$ cat config.mk
export PLATFORM = sky130hd
export DESIGN_NAME = csd_table
export DESIGN_NICKNAME = d
export VERILOG_FILES = /design/src/hw/rtl/assert_macros.svh /design/src/hw/rtl/csd_pkg.sv /design/src/hw/rtl/csd_table.sv
export SDC_FILE = /design/constraint.sdc
export NUM_CORES = 1
export LEC_CHECK = 0
export BUFFER_PORTS_ARGS = -buffer_cell sky130_fd_sc_hd__buf_2
export CAP_MARGIN = 20
export CORE_ASPECT_RATIO = 1.1
export CORE_MARGIN = 3
export CORE_UTILIZATION = 25
export CTS_CLUSTER_SIZE = 14
export DETAILED_ROUTE_END_ITERATION = 8
export SYNTH_ARGS = -nofsm -noshare
export SYNTH_HDL_FRONTEND = slang
export SYNTH_SLANG_ARGS = --single-unit
$ cat constraint.sdc
create_clock -name clk -period 3.3 [get_ports clk]
set_input_delay 0.33 -clock clk [delete_from_list [all_inputs] [get_ports clk]]
set_output_delay 0.33 -clock clk [all_outputs]
set_load 0.02 [all_outputs]
$ cat src/hw/rtl/assert_macros.svh
// Assertion helpers shared by the RTL. Synthesis sees empty bodies.
`ifndef ASSERT_MACROS_SVH
`define ASSERT_MACROS_SVH

`ifndef SYNTHESIS

// Checks prop on every rising clock edge outside reset.
`define CSD_ASSERT(label, clk, rst_n, prop, msg) \
    label: assert property (@(posedge clk) disable iff (!rst_n) (prop)) \
        else $error(msg);

// Checks that cons holds in the cycle after ante.
`define CSD_ASSERT_NEXT(label, clk, rst_n, ante, cons, msg) \
    label: assert property (@(posedge clk) disable iff (!rst_n) (ante) |=> (cons)) \
        else $error(msg);

`else

`define CSD_ASSERT(label, clk, rst_n, prop, msg)

`define CSD_ASSERT_NEXT(label, clk, rst_n, ante, cons, msg)

`endif

`endif

$ cat src/hw/rtl/csd_pkg.sv
`default_nettype none

package csd_pkg;

    // Default number of descriptor slots.
    localparam int TABLE_DEPTH_DEF = 16;

    localparam int FRAME_BYTES = 8;
    localparam int WORD_BITS   = 64;

    // Values of the action field.
    localparam logic ACT_WRITE  = 1'b0;
    localparam logic ACT_DECODE = 1'b1;

    // One input item: a descriptor write or a received frame.
    typedef struct packed {
        logic               action;
        logic [3:0]         entry_index;
        logic               entry_enable;
        logic [28:0]        can_id;
        logic               msb_first;
        logic [5:0]         start_pos;
        logic [6:0]         bit_length;
        logic               is_signed;
        logic signed [31:0] gain;
        logic signed [31:0] offset;
        logic [3:0]         frame_len;
        logic [63:0]        frame_data;
    } req_item_t;

    // One result item per matching descriptor.
    typedef struct packed {
        logic [3:0]         sensor_index;
        logic signed [63:0] value;
        logic               last;
    } rsp_item_t;

    // Descriptor fields kept in the table, apart from the enable bit, gain and offset.
    typedef struct packed {
        logic [28:0] can_id;
        logic        msb_first;
        logic [5:0]  start_pos;
        logic [6:0]  bit_length;
        logic        is_signed;
    } sig_desc_t;

    // Command to the scaling unit.
    typedef struct packed {
        logic               start;
        logic [63:0]        raw;
        logic signed [31:0] gain;
        logic signed [31:0] offset;
    } scl_cmd_t;

    // Status of the scaling unit.
    typedef struct packed {
        logic busy;
        logic done;
    } scl_stat_t;

endpackage

`default_nettype wire

$ cat src/hw/rtl/csd_table.sv
`default_nettype none

// Descriptor store. Enable bits live in flip-flops cleared by reset; the
// remaining fields are held in memories with a registered read port.
module csd_table #(
    parameter int TABLE_DEPTH = csd_pkg::TABLE_DEPTH_DEF,
    localparam int IDX_W = (TABLE_DEPTH > 1) ? $clog2(TABLE_DEPTH) : 1
) (
    input  wire logic               clk,
    input  wire logic               rst_n,
    input  wire logic               wr_en,
    input  wire logic [IDX_W-1:0]   wr_index,
    input  wire logic               wr_enable,
    input  wire csd_pkg::sig_desc_t wr_desc,
    input  wire logic signed [31:0] wr_gain,
    input  wire logic signed [31:0] wr_offset,
    input  wire logic               rd_en,
    input  wire logic [IDX_W-1:0]   rd_index,
    output logic                    rd_enable,
    output csd_pkg::sig_desc_t      rd_desc,
    output logic signed [31:0]      rd_gain,
    output logic signed [31:0]      rd_offset
);
    import csd_pkg::*;

    logic [TABLE_DEPTH-1:0] enable_reg;
    logic                   rd_enable_reg;
    sig_desc_t              desc_mem [TABLE_DEPTH];
    logic signed [31:0]     gain_mem [TABLE_DEPTH];
    logic signed [31:0]     offset_mem [TABLE_DEPTH];
    sig_desc_t              rd_desc_reg;
    logic signed [31:0]     rd_gain_reg;
    logic signed [31:0]     rd_offset_reg;

    always_ff @(posedge clk or negedge rst_n)
    begin
        if (!rst_n)
        begin
            enable_reg    <= '0;
            rd_enable_reg <= 1'b0;
        end
        else
        begin
            if (wr_en)
            begin
                enable_reg[wr_index] <= wr_enable;
            end
            if (rd_en)
            begin
                rd_enable_reg <= enable_reg[rd_index];
            end
        end
    end

    always_ff @(posedge clk)
    begin
        if (wr_en)
        begin
            desc_mem[wr_index]   <= wr_desc;
            gain_mem[wr_index]   <= wr_gain;
            offset_mem[wr_index] <= wr_offset;
        end
    end

    always_ff @(posedge clk)
    begin
        if (rd_en)
        begin
            rd_desc_reg   <= desc_mem[rd_index];
            rd_gain_reg   <= gain_mem[rd_index];
            rd_offset_reg <= offset_mem[rd_index];
        end
    end

    assign rd_enable = rd_enable_reg;
    assign rd_desc   = rd_desc_reg;
    assign rd_gain   = rd_gain_reg;
    assign rd_offset = rd_offset_reg;

endmodule

`default_nettype wire

==> After elaboration in Yosys (flattened, before gate mapping) <==
Memory sizes are Yosys's and may differ from the RTL's. A register that Yosys moved wholly into a read port is not among the register bits.
Cells that the tools add are included.
{ "totals": {"memories": 3, "out_inout_bits": 109, "mem_bits_rw": 1728, "ff_bits": 17, "word_cells": 16} }
{ "memory_table": {"columns": ["memory", "words", "word_bits", "read_ports", "rd_ports_with_merged_regs", "wr", "line", "rtl"], "rows": [
  ["desc_mem", 16, 44, 1, 1, 1, "csd_table.sv:28", "sig_desc_t desc_mem [TABLE_DEPTH];"],
  ["gain_mem", 16, 32, 1, 1, 1, "csd_table.sv:29", "logic signed [31:0] gain_mem [TABLE_DEPTH];"],
  ["offset_mem", 16, 32, 1, 1, 1, "csd_table.sv:30", "logic signed [31:0] offset_mem [TABLE_DEPTH];"]
]} }
{ "op_classes": {"n_mux": 7, "order_cmp": 3, "n_reduce_logical": 1} }
{ "ops": {"columns": ["op", "count"], "rows": [
  ["$bwmux W16", 1],
  ["$lt A4 B5 Y1 const B", 2],
  ["$bmux W1 S4", 1],
  ["$demux W1 S4", 1],
  ["$ge A4 B1 Y1 const B", 1],
  ["$mux W1", 4],
  ["$logic_and A1 B1 Y1", 1]
]} }

==> Longest topological paths before layout <==
{ "logic_depth": {"word_depth": 5, "depth_mapped": 7} }

==> Least setup slack after synthesis <==
Ideal clock, no wire load.
{ "synth_timing": {"path_type": "in2reg", "startpoint": "in wr_index[2]", "endpoint": "reg enable_reg[0]", "setup_ps": 103, "stages": 3, "t_arrival_ps": 9256, "setup_slack_ps": -6059, "required_time_ps": 3197, "path_cell_list": "or3b_2 nor3_1 mux2_2"} }
{ "synth_via": {"elab_chain_len": 5} }
{ "synth_rtl": {"columns": ["item", "line", "rtl"], "rows": [
  ["from (decl)", "csd_table.sv:12", "input wire logic [IDX_W-1:0] wr_index,"],
  ["$lt A4 B5 Y1 (implied by the code) / $ge A4 B1 Y1 (equally long branches)", "csd_table.sv:46", "enable_reg[wr_index] <= wr_enable;"],
  ["$logic_and A1 B1 Y1 (implied by the code)", "csd_table.sv:46", null],
  ["$mux W1 (implied by the code)", "csd_table.sv:46", null],
  ["$demux W1 S4 *", "csd_table.sv:46", null],
  ["$bwmux W16 *", "csd_table.sv:46", null],
  ["to (signal, indexed assignment)", "csd_table.sv:46", null],
  ["to (decl)", "csd_table.sv:26", "logic [TABLE_DEPTH-1:0] enable_reg;"]
]} }
Mark *: on every way between the ends. The rest lies on a longest branch, timed or not.
A chain may end at the register's enable or synchronous reset.

==> Worst setup path after layout <==
{ "layout_timing": {"startpoint": "reg rd_desc[8] (netlist name)", "endpoint": "out rd_desc[8] in the netlist's numbering"} }
{ "layout_lines": {"columns": ["item", "line", "rtl"], "rows": [
  ["to (decl)", "csd_table.sv:20", "output csd_pkg::sig_desc_t rd_desc,"]
]} }
No word-level cell between the ends.

==> flow_metrics.env <==
export IMPL_seq_area_um2=55600
export IMPL_drc=0
export IMPL_crit_chain="buf_2"
export IMPL_fin_nets=3211
export IMPL_clk_latency_ns=0.86
export IMPL_peakVddDrop_mv=0.499
export IMPL_synth_avg_cell_area_um2=26.8
export IMPL_leakagePower_nw=25.5
export IMPL_clock_skew_ns=0.105
export IMPL_drive_gt1_share_pct=36.6
export IMPL_synthMuxAreaShare_pct=18.2
export IMPL_core_um2=273000
export IMPL_drt_iter0_drc=2949
export IMPL_ys_top_cells_by_count="1,836 x edfxtp_1, 544 x mux4_2, 61 x clkbuf_1"
export IMPL_syn_inst=2562
export IMPL_r2r_slack_ns=1.50
export IMPL_htree_levels=4
export IMPL_arrival_ns=1.57
export IMPL_dp_cells=6448
export IMPL_worstMarginPinSlew_ns=0.933
export IMPL_cellPowerDensity_nw_per_um2=599
export IMPL_cp_endpoint="rd_desc[8]"
export IMPL_cap_violations=0
export IMPL_synth_fa_ha_area_share_pct=0
export IMPL_cts_made_buffers=183
export IMPL_hpwl_um=91200
export IMPL_syn_area_um2=68700
export IMPL_grt_pass1_wl_um=241000
export IMPL_routed_wl_um=171000
export IMPL_dr_pass1_iters=5
export IMPL_finalMaxSlewViolations=0
export IMPL_synthTopCellsByArea="edfxtp_1 80%, mux4_2 18%, dfrtp_1 0.62%"
export IMPL_rr_endpoint="rd_gain[5]"
export IMPL_initial_core_util_pct=25.2
export IMPL_synth_nets=2683
export IMPL_crit_required_ns=2.97
export IMPL_crit_fanout=1
export IMPL_timing_slew_headroom_pct=37.8
export IMPL_clockBufferDepth=4
export IMPL_path_depth=1
export IMPL_ys_flop_type="edfxtp_1"
export IMPL_fin_cells=6897
export IMPL_hp_class="input pin to flip-flop"
export IMPL_r2r_start="gain_mem[10][5]"
export IMPL_cp_start_kind="flip-flop"
export IMPL_synth_top_cell_by_area="edfxtp_1"
export IMPL_synth_top_cell_area_share_pct=80.3
export IMPL_synth_compound_area_share_pct=0
export IMPL_power_total_mw=49.5
export IMPL_die_x_um=506
export IMPL_min_period_ns=1.90
export IMPL_yosysUniqueCellTypes=16
export IMPL_cts_tree="done"
export IMPL_rsz0062_at_grt="false"
export IMPL_synth_top_family_by_area="multiplexers"
export IMPL_hold_ws_ns=0.0614
export IMPL_grt_pass1_vias=31900
export IMPL_crit_type="flip-flop to output pin"
export IMPL_cp_slowest_cell="edfxtp_1"
export IMPL_pin_count=230
export IMPL_cp_startpoint="rd_desc[8]"
export IMPL_gr_total_overflow=0
export IMPL_synth_most_common_cell="edfxtp_1"
export IMPL_multiInputGateArea_um2=12700
export IMPL_grt_max_degree=65
export IMPL_grtUsageTotal_pct=11.9
export IMPL_ant_nets=0
export IMPL_clk_pin_slew_ns=0.06
export IMPL_fin_area_um2=82600
export IMPL_fmax_ghz=0.525
export IMPL_final_core_util_pct=30.2
export IMPL_fin_tns_setup_ns=0
export IMPL_ctsRootBufferMaster="clkbuf_16"
export IMPL_dp_slack_ns=0.712
export IMPL_nFillCells=26100
export IMPL_reg2reg_depth=2
export IMPL_viasPerCell=4.39
export IMPL_port_buffer_count=229
export IMPL_reg_top3="desc_mem (704), gain_mem (512), offset_mem (512)"
export IMPL_via_count=30300
export IMPL_cpPeakStageDelay_ns=0.52
export IMPL_cp_top_family="flip-flops"
export IMPL_rows=201
export IMPL_finalSetupViolCount=0
export IMPL_synthArstFlopShare_pct=0.917
export IMPL_min_period_over_period_pct=57.7
export IMPL_clock_sinks=1853
export IMPL_top_register="desc_mem"
export IMPL_largest_register_ffs=704
export IMPL_yosysWarnings=0
export IMPL_syn_to_final_growth_pct=20.2
export IMPL_synth_edff_count=1836
export IMPL_hold_viol=0
export IMPL_die_y_um=556
export IMPL_worstSetupEndpointType="output pin"
export IMPL_gp_congestion=0.691
export IMPL_antenna_found_initial=49
export IMPL_fin_ws_ns=1.40
export IMPL_synthSimpleGateAreaFrac_pct=0.160
export IMPL_synth_seq_area_share_pct=80.9
export IMPL_run_status="completed"
export IMPL_placed_area_um2=75700
export IMPL_wl_per_cell_um=24.7
export IMPL_dieArea_um2=281000
export IMPL_synthXorXnorAreaFrac_pct=0
export IMPL_crit_buf_inv=1
export IMPL_ys_seq_elements=1853
==> layout by cell type (no fill, tap or decap), types with 32 or more instances in the layout <==
| cell type | instances |
|---|---|
| edfxtp_1 | 1836 |
| mux4_2 | 544 |
| buf_2 | 224 |
| clkbuf_16 | 184 |
| dlygate4sd3_1 | 111 |
| buf_4 | 65 |
| buf_12 | 60 |
| clkbuf_1 | 40 |
| clkinv_2 | 32 |
| clkinv_1 | 32 |
==> where the power goes <==
group | internal [mW] | switching, mW
clock | 11.4 | 8.67
combinational | 1.22 | 1.48
sequential | 26.5 | 0.226
total | 39.1 | 10.4
==> area by class of cell <==
class	instances	share of cell area [%]
clock inverter	95	1.07
timing repair buffer	465	4.83
sequential	1853	67.3
multi-input combinational	587	15.4
clock buffer	225	5.78
tap	3654	5.54
antenna	18	0.0546
==> metal layers <==
metal | GRT usage (%) | routed length [µm]
met3 | 2.25 | 10300
met4 | 3.14 | 4050
met5 | 0 | 187
met1 | 15.7 | 70400
met2 | 20.1 | 85800
==> cell families (layout without fill, tap and decap cells) <==
kind of cell / count (synthesis) / after routing
buffers and inverters: 122 / 785
DFF: 1853 / 1853
muxes: 564 / 564
other: 0 / 18
and+or+nand+nor: 23 / 23
==> what timing repair did <==
item / 4_1_cts / 5_1_grt
hold buffers: 111 / 0
hold endpoints to repair: 1761 / 0
buffers inserted: 0 / 0
resized for setup: 0 / 0
==> worst min path at each step <==
stage	startpoint	end	slack, ns	cells past startpoint
finish	wr_index[2]	desc_mem[15][4]	0.06	3
global route	wr_index[2]	desc_mem[15][6]	0.03	3
CTS	wr_index[2]	desc_mem[15][6]	0.002	3
detailed placement	rst_n	enable_reg[15]	0.27	1
global placement	rst_n	rd_enable	0.26	1
floorplan	rst_n	enable_reg[0]	0.03	0
Note: power is estimated with default switching activity, not from simulation.
