[src/hw/rtl/assert_macros.svh]
// Assertion helpers shared by the RTL. Synthesis sees empty bodies.
`ifndef ASSERT_MACROS_SVH
`define ASSERT_MACROS_SVH

`ifndef SYNTHESIS

// Checks prop on every rising clock edge outside reset.
`define CSD_ASSERT(label, clk, rst_n, prop, msg) \
    label: assert property (@(posedge clk) disable iff (!rst_n) (prop)) \
        else $error(msg);

// Checks that cons holds in the cycle after ante.
`define CSD_ASSERT_NEXT(label, clk, rst_n, ante, cons, msg) \
    label: assert property (@(posedge clk) disable iff (!rst_n) (ante) |=> (cons)) \
        else $error(msg);

`else

`define CSD_ASSERT(label, clk, rst_n, prop, msg)

`define CSD_ASSERT_NEXT(label, clk, rst_n, ante, cons, msg)

`endif

`endif

[src/hw/rtl/csd_pkg.sv]
`default_nettype none

package csd_pkg;

    // Default number of descriptor slots.
    localparam int TABLE_DEPTH_DEF = 16;

    localparam int FRAME_BYTES = 8;
    localparam int WORD_BITS   = 64;

    // Values of the action field.
    localparam logic ACT_WRITE  = 1'b0;
    localparam logic ACT_DECODE = 1'b1;

    // One input item: a descriptor write or a received frame.
    typedef struct packed {
        logic               action;
        logic [3:0]         entry_index;
        logic               entry_enable;
        logic [28:0]        can_id;
        logic               msb_first;
        logic [5:0]         start_pos;
        logic [6:0]         bit_length;
        logic               is_signed;
        logic signed [31:0] gain;
        logic signed [31:0] offset;
        logic [3:0]         frame_len;
        logic [63:0]        frame_data;
    } req_item_t;

    // One result item per matching descriptor.
    typedef struct packed {
        logic [3:0]         sensor_index;
        logic signed [63:0] value;
        logic               last;
    } rsp_item_t;

    // Descriptor fields kept in the table, apart from the enable bit, gain and offset.
    typedef struct packed {
        logic [28:0] can_id;
        logic        msb_first;
        logic [5:0]  start_pos;
        logic [6:0]  bit_length;
        logic        is_signed;
    } sig_desc_t;

    // Command to the scaling unit.
    typedef struct packed {
        logic               start;
        logic [63:0]        raw;
        logic signed [31:0] gain;
        logic signed [31:0] offset;
    } scl_cmd_t;

    // Status of the scaling unit.
    typedef struct packed {
        logic busy;
        logic done;
    } scl_stat_t;

endpackage

`default_nettype wire

[src/hw/rtl/csd_scaler.sv]
`default_nettype none

// Computes raw * gain + offset in Q16.16 with 64-bit saturation. A single
// 33 by 33 bit signed multiplier is used twice, once per half of the raw
// value, and the partial products are combined in one wide add.
module csd_scaler (
    input  wire logic              clk,
    input  wire logic              rst_n,
    input  wire csd_pkg::scl_cmd_t cmd,
    output csd_pkg::scl_stat_t     stat,
    output logic signed [63:0]     result
);
    import csd_pkg::*;

    typedef enum logic [4:0] {
        S_IDLE   = 5'b00001,
        S_MUL_LO = 5'b00010,
        S_MUL_HI = 5'b00100,
        S_ADD    = 5'b01000,
        S_SAT    = 5'b10000
    } scl_state_t;

    scl_state_t         state_reg;
    scl_state_t         state_next;
    logic [63:0]        raw_reg;
    logic signed [31:0] gain_reg;
    logic signed [31:0] off_reg;
    logic signed [63:0] plo_reg;
    logic signed [63:0] phi_reg;
    logic signed [95:0] sum_reg;
    logic signed [32:0] mul_a;
    logic signed [32:0] mul_b;
    logic signed [65:0] mul_p;
    logic signed [95:0] sum_next;
    logic               fits;

    always_comb
    begin
        state_next = state_reg;
        unique case (state_reg)
            S_IDLE:   if (cmd.start) state_next = S_MUL_LO;
            S_MUL_LO: state_next = S_MUL_HI;
            S_MUL_HI: state_next = S_ADD;
            S_ADD:    state_next = S_SAT;
            S_SAT:    state_next = S_IDLE;
            default:  state_next = S_IDLE;
        endcase
    end

    always_ff @(posedge clk or negedge rst_n)
    begin
        if (!rst_n)
        begin
            state_reg <= S_IDLE;
        end
        else
        begin
            state_reg <= state_next;
        end
    end

    // The low half is unsigned, the high half carries the sign.
    assign mul_a = (state_reg == S_MUL_HI) ? {raw_reg[63], raw_reg[63:32]}
                                           : {1'b0, raw_reg[31:0]};
    assign mul_b = {gain_reg[31], gain_reg};
    assign mul_p = mul_a * mul_b;

    assign sum_next = {phi_reg, 32'd0}
                    + {{32{plo_reg[63]}}, plo_reg}
                    + {{64{off_reg[31]}}, off_reg};

    always_ff @(posedge clk)
    begin
        if (state_reg == S_IDLE && cmd.start)
        begin
            raw_reg  <= cmd.raw;
            gain_reg <= cmd.gain;
            off_reg  <= cmd.offset;
        end
        if (state_reg == S_MUL_LO)
        begin
            plo_reg <= mul_p[63:0];
        end
        if (state_reg == S_MUL_HI)
        begin
            phi_reg <= mul_p[63:0];
        end
        if (state_reg == S_ADD)
        begin
            sum_reg <= sum_next;
        end
    end

    // The sum fits when its upper bits all repeat the sign of bit 63.
    assign fits   = (&sum_reg[95:63]) || !(|sum_reg[95:63]);
    assign result = fits ? sum_reg[63:0]
                  : (sum_reg[95] ? 64'sh8000_0000_0000_0000
                                 : 64'sh7FFF_FFFF_FFFF_FFFF);

    assign stat.busy = (state_reg != S_IDLE);
    assign stat.done = (state_reg == S_SAT);

endmodule

`default_nettype wire

[config.mk]
export PLATFORM = sky130hd
export DESIGN_NAME = csd_scaler
export DESIGN_NICKNAME = d
export VERILOG_FILES = /design/src/hw/rtl/assert_macros.svh /design/src/hw/rtl/csd_pkg.sv /design/src/hw/rtl/csd_scaler.sv
export SDC_FILE = /design/constraint.sdc
export NUM_CORES = 2
export LEC_CHECK = 0
export BUFFER_PORTS_ARGS = -buffer_cell sky130_fd_sc_hd__buf_2
export CORE_MARGIN = 8
export CORE_UTILIZATION = 50
export DETAILED_ROUTE_END_ITERATION = 10
export MAX_ROUTING_LAYER = met4
export PLACE_DENSITY = 0.69
export SLEW_MARGIN = 25
export SYNTH_ARGS = -nofsm -noshare
export SYNTH_HDL_FRONTEND = slang
export SYNTH_SLANG_ARGS = --single-unit
[constraint.sdc]
create_clock -name clk -period 11.2 [get_ports clk]
set_clock_uncertainty 0.2 [all_clocks]
set_input_delay 1.68 -clock clk [delete_from_list [all_inputs] [get_ports clk]]
set_output_delay 1.68 -clock clk [all_outputs]
set_load 0.05 [all_outputs]
# == After elaboration in Yosys (flattened, before gate mapping) ==
# Index checks and enable logic that the tools add are counted.
# op_classes
n_addsub,2
mul,1
eq_ne,7
muxes,5
reduce_logical,5
# op_table
cell,count
96-bit adder,2
64-bit two-way mux,2
33-bit by 32-bit multiplier with 64-bit output,1
33-bit two-way mux,1
33-bit AND reduction,1
33-bit OR reduction,1
5-bit case mux with 4 select lines,1
"5-bit by 1-bit == test with 1-bit output, second input constant",1
"5-bit by 2-bit == test with 1-bit output, second input constant",1
"5-bit by 3-bit == test with 1-bit output, second input constant",1
"5-bit by 4-bit == test with 1-bit output, second input constant",1
"5-bit == test, second input constant",1
5-bit two-way mux,1
"5-bit by 1-bit != test with 1-bit output, second input constant",1
"2-bit != test, second input constant",1
1-bit logical AND,1
1-bit logical NOT,1
1-bit logical OR,1
# totals
reg_bits,357
inputBits,131
out_inout_bits,66
elab_cells,27

# == Depth between registers and ports, before layout ==
# depth
ltp_word,4
ltp_mapped,36
depth_no_buf,31

# == Worst setup path before layout ==
# OpenSTA, ideal clock, no wires.
# synth_timing
path_kind,register to register
startpoint,reg state_reg[0]
endpoint,reg phi_reg[62] (data pin)
setup_ns,0.273
t_arrival_ns,10.594
required_ns,10.727
path_slack_ns,0.133
path_stages_with_launch,28
n_path_buf,3
synth_period_minus_slack_ns,11.067
cell_sequence,dfstp_2 -> or3_1 -> or3b_1 -> buf_2 -> inv_2 -> clkbuf_1 -> clkbuf_1 -> and3_1 -> fa_1 -> fa_1 -> fa_1 -> inv_1 -> fa_1 -> inv_1 -> fa_1 -> fa_1 -> fa_1 -> fa_1 -> ha_1 -> and3_1 -> and2_1 -> a221oi_1 -> o21ai_0 -> a21oi_1 -> a31oi_1 -> a21oi_1 -> o31ai_1 -> xor2_1
# synth_between
elab_chain_cells,3
# synth_rtl
item,line,text
"start, declared",csd_scaler.sv:23,scl_state_t state_reg;
"start signal, assigned",csd_scaler.sv:58,state_reg <= state_next;
5-bit by 3-bit == test with 1-bit output,csd_scaler.sv:63,"assign mul_a = (state_reg == S_MUL_HI) ? {raw_reg[63], raw_reg[63:32]}"
33-bit two-way mux,csd_scaler.sv:63,
33-bit by 32-bit multiplier with 64-bit output,csd_scaler.sv:66,assign mul_p = mul_a * mul_b;
named net mul_p[62],csd_scaler.sv:33,logic signed [65:0] mul_p;
"end signal, assigned",csd_scaler.sv:86,phi_reg <= mul_p[63:0];
"end, declared",csd_scaler.sv:29,logic signed [63:0] phi_reg;
# The timed path passes the listed nets, and every way through them passes these cells.
# A chain may end at the register's enable or synchronous reset.

# == Final worst setup path ==
# layout_timing
startpoint,reg state_reg[1]
endpoint,reg phi_reg[62] (data pin)
# The elaborated chain is that of the path after synthesis.

==> results.md <==
- The run finished with clean final reports.
- Entering global routing, the biggest net connects 75 pins.
- The number of cells produced by synthesis is 5470.
- For this run, the top clock speed supported by timing is 0.09442 GHz.
- The layout overhead on the synthesized area is 7.223%.
- The adder-cell share of the synthesized area is 0.4863.
- After synthesis, the largest family of logic cells by area is adder cells.
- The wire length of the first global-routing pass is 235.8 mm.
- The total of endpoints with negative setup slack in the final report is 0.
- STA classifies the critical path startpoint as a register.
- The number of enable flip-flop cells after synthesis is 352.
- The biggest fanout along the worst timing path is 28.
- Counting instances, the worst hold path has a depth of 1.
- In the final design database the tool counted 7120 nets.
- For this block, the routed nets add up to 146.7 mm of wire.
- Among the stages of the critical path, the cell type that occurs most often is sky130_fd_sc_hd__fa_1.
- The clock latency on the worst-skew pair is 0.68 ns.
- For this run, the number of Yosys warnings is 0.
- The required time reported for the critical path endpoint is 11.36 ns.
- The final core utilization is 0.5370.
- The via count of the first global-routing pass is 42030.
- The clock root buffer is sky130_fd_sc_hd__clkbuf_16.
- The total of cells resized after clock tree synthesis is 0.
- The number of max-capacitance violations reported is 0.
- The die boundary width is 350.8 um.
- The overall die area is 123000 um2.
- The total routing resource utilization after global routing is 0.2508.
- Counting flops and latches in the post-synthesis netlist gives 357.
- Of the total synthesized cell area, the portion taken by XOR and XNOR cells is 0.02684.
- The arrival time at the worst endpoint is 10.75 ns.
- In this run the number of H-tree levels came out at 2.
- After clock tree synthesis, the clock-pin slew on the worst setup and hold paths is 0.06 ns.
- Setup repair after global routing left no endpoint under its margin.
- The count of pins over their slew limit was 0.
- The critical path is of the reg2reg type.
- The post-detailed-route DRC marker count is 0.
- In the synthesized netlist the async set-or-reset flop fraction comes to 0.01401.
- The core area is 111900 um2.
- The number of buffers added by the clock tree synthesis step is 44.
- The number of antenna cells inserted is 0.
- The total clock sinks is 357.
- The critical-path cell with the highest stage delay is sky130_fd_sc_hd__fa_1.
- The final cycle utilization of the critical path is 0.9456.
- Once detailed placement completed, the half-perimeter wirelength came to 120.2 mm.
- The register with the most flip-flops in the layout has 96 of them.
- The starting density of the core is 0.5009.
- The area fraction in compound gates after synthesis is 0.06951.
- The headroom to the max-slew limit is 0.2512.
- The routability congestion estimate from global placement is 0.9403.
- The worst slack on hold paths is 0.3725 ns.
- After synthesis, the mean cell area works out to 10.24 um2.
- After global routing the overflow that remains totals 0.
- The share of cells above drive strength 1 is 0.07194.
- The post-CTS setup buffer count is 0.
- The leading register cell type out of synthesis is sky130_fd_sc_hd__edfxtp_1.
- The buffer levels on the longest clock path is 3.
- In this design, the stage delay of the slowest critical-path cell is 0.60 ns.
- The slew of the pin with the lowest slew margin is 1.123 ns.
- The mux share of post-synthesis cell area is 0.0003572.
- Summing over every cut layer, the via total after detailed routing is 38780.
- The floorplan has 123 rows.
- The worst hold path begins at state_reg[2].
- 197 I/O pins were placed.
- For the final routed database, the setup TNS stands at 0 ns.
- The number of library cell types mapped by synthesis is 80.
- The detailed router's first-iteration violation count is 2918.
- The setup slack of the most critical reg-to-reg path is 0.61 ns.
- Using the TritonRoute via totals, the vias-per-cell ratio works out to 5.503.
- The path class of the tightest hold or removal check is reg2reg.
- TritonCTS built the clock tree.
- The number of hold buffers added after CTS was 0.
- Measured in cells, the most critical reg-to-reg path has a length of 30.
- The worst register-to-register path begins at state_reg[1].
- The count of buffers from port buffering is 196.
- The first TritonRoute pass finished after 5 iterations.
- The simple-gate share of the synthesized area is 0.1417.
- The category of the worst setup path capture point is a register.
- The final-report hold violation count was 0.
- The average wire per cell in the routed design is 20.82 um.
- The post-synthesis net count is 7079.
- The routed design could run at a clock period as short as 10.59 ns.
- The register area share after synthesis is 0.1909.
- The detail route stage leaves a number of antenna-violating nets equal to 0.
- After synthesis the cells add up to 56040 um2.
- The die boundary height is 350.8 um.
- The worst register-to-register path ends at phi_reg[62].
- The worst hold endpoint is state_reg[4].
- The number of antenna violations at the first check in global routing is 0.
==> per-stage QoR <==
stage / area, um2 / cells / setup WS (ns)
after detailed placement: 58510 / 6964 / 0.6682
after CTS: 60060 / 7045 / 0.5910
after floorplan: 56040 / 5470 / 0.1330
after global placement: 58410 / 6959 / 0.8089
final: 60090 / 7046 / 0.6089
after global routing: 60090 / 7046 / 0.02018
==> critical path, delay by kind of cell, from the launching register on <==
family	cells	cell delay, ns
adder cells (fa/ha/maj)	9	4.35
buffers and inverters	8	2.05
AND/OR/NAND/NOR	6	1.78
AO/OA/AOI/OAI	6	1.27
flip-flops	1	0.41
XOR/XNOR	1	0.16
==> cells by family (layout without fill, tap and decap cells) <==
kind of cell	count (synthesis)	after routing
simple gates	1609	1609
xor+xnor	170	170
compound gates	608	608
buf+inv	1246	1322
flops	357	357
fa+ha+maj	1478	1478
mux	2	2
==> cell usage after synthesis (all sizes together), types with 16 or more instances <==
cell type,count,area share
a211oi,21,0.0030
a21o,127,0.017
a21oi,199,0.018
a31oi,26,0.0029
and2,521,0.058
and3,34,0.0038
buf,27,0.0026
clkbuf,260,0.017
edfxtp,352,0.19
fa,1167,0.42
ha,311,0.069
inv,959,0.064
nand2,735,0.049
nand3,47,0.0042
nand4,58,0.0065
nor2,101,0.0068
nor2b,16,0.0018
nor3,24,0.0021
o21ai,113,0.010
o21bai,35,0.0048
xnor2,107,0.017
xor2,63,0.0098
==> layer usage <==
layer,global-route usage,routed length [um],vias to the layer above
li1,-,-,17070
met1,0.3418,63970,19870
met2,0.3884,66420,1590
met3,0.04832,12260,247
met4,0.06663,4032,0
met5,-,0,-
==> cell type report <==
| type | instances | area [um2] |
|---|---|---|
| clock buffer | 50 | 1124 |
| clock inverter | 31 | 420.4 |
| fill | 9873 | 51800 |
| inverter | 959 | 3602 |
| multi-input combinational | 3867 | 40660 |
| sequential | 357 | 10700 |
| tap | 1500 | 1877 |
| timing repair buffer | 282 | 1709 |
==> cells in the final DEF (no fill, tap or decap), drive strengths merged, types with 34 or more instances in the layout <==
| master | instances |
|---|---|
| a21o | 127 |
| a21oi | 199 |
| and2 | 521 |
| and3 | 34 |
| buf | 282 |
| clkbuf | 50 |
| edfxtp | 352 |
| fa | 1167 |
| ha | 311 |
| inv | 968 |
| nand2 | 735 |
| nand3 | 47 |
| nand4 | 58 |
| nor2 | 101 |
| o21ai | 113 |
| o21bai | 35 |
| xnor2 | 107 |
| xor2 | 63 |
==> worst max-delay path by stage <==
stage	startpoint	to	slack, ns	cells after the start
global placement	state_reg[1]	phi_reg[62]	0.81	30
CTS	state_reg[1]	phi_reg[62]	0.59	30
floorplan	state_reg[0]	phi_reg[62]	0.13	27
global route	state_reg[1]	plo_reg[62]	0.02	30
finish	state_reg[1]	phi_reg[62]	0.61	30
detailed placement	state_reg[1]	phi_reg[62]	0.67	30
Power is left out: the tool's default activity adds up to more than one toggle a clock period on the data nets, which glitch-free logic cannot reach.
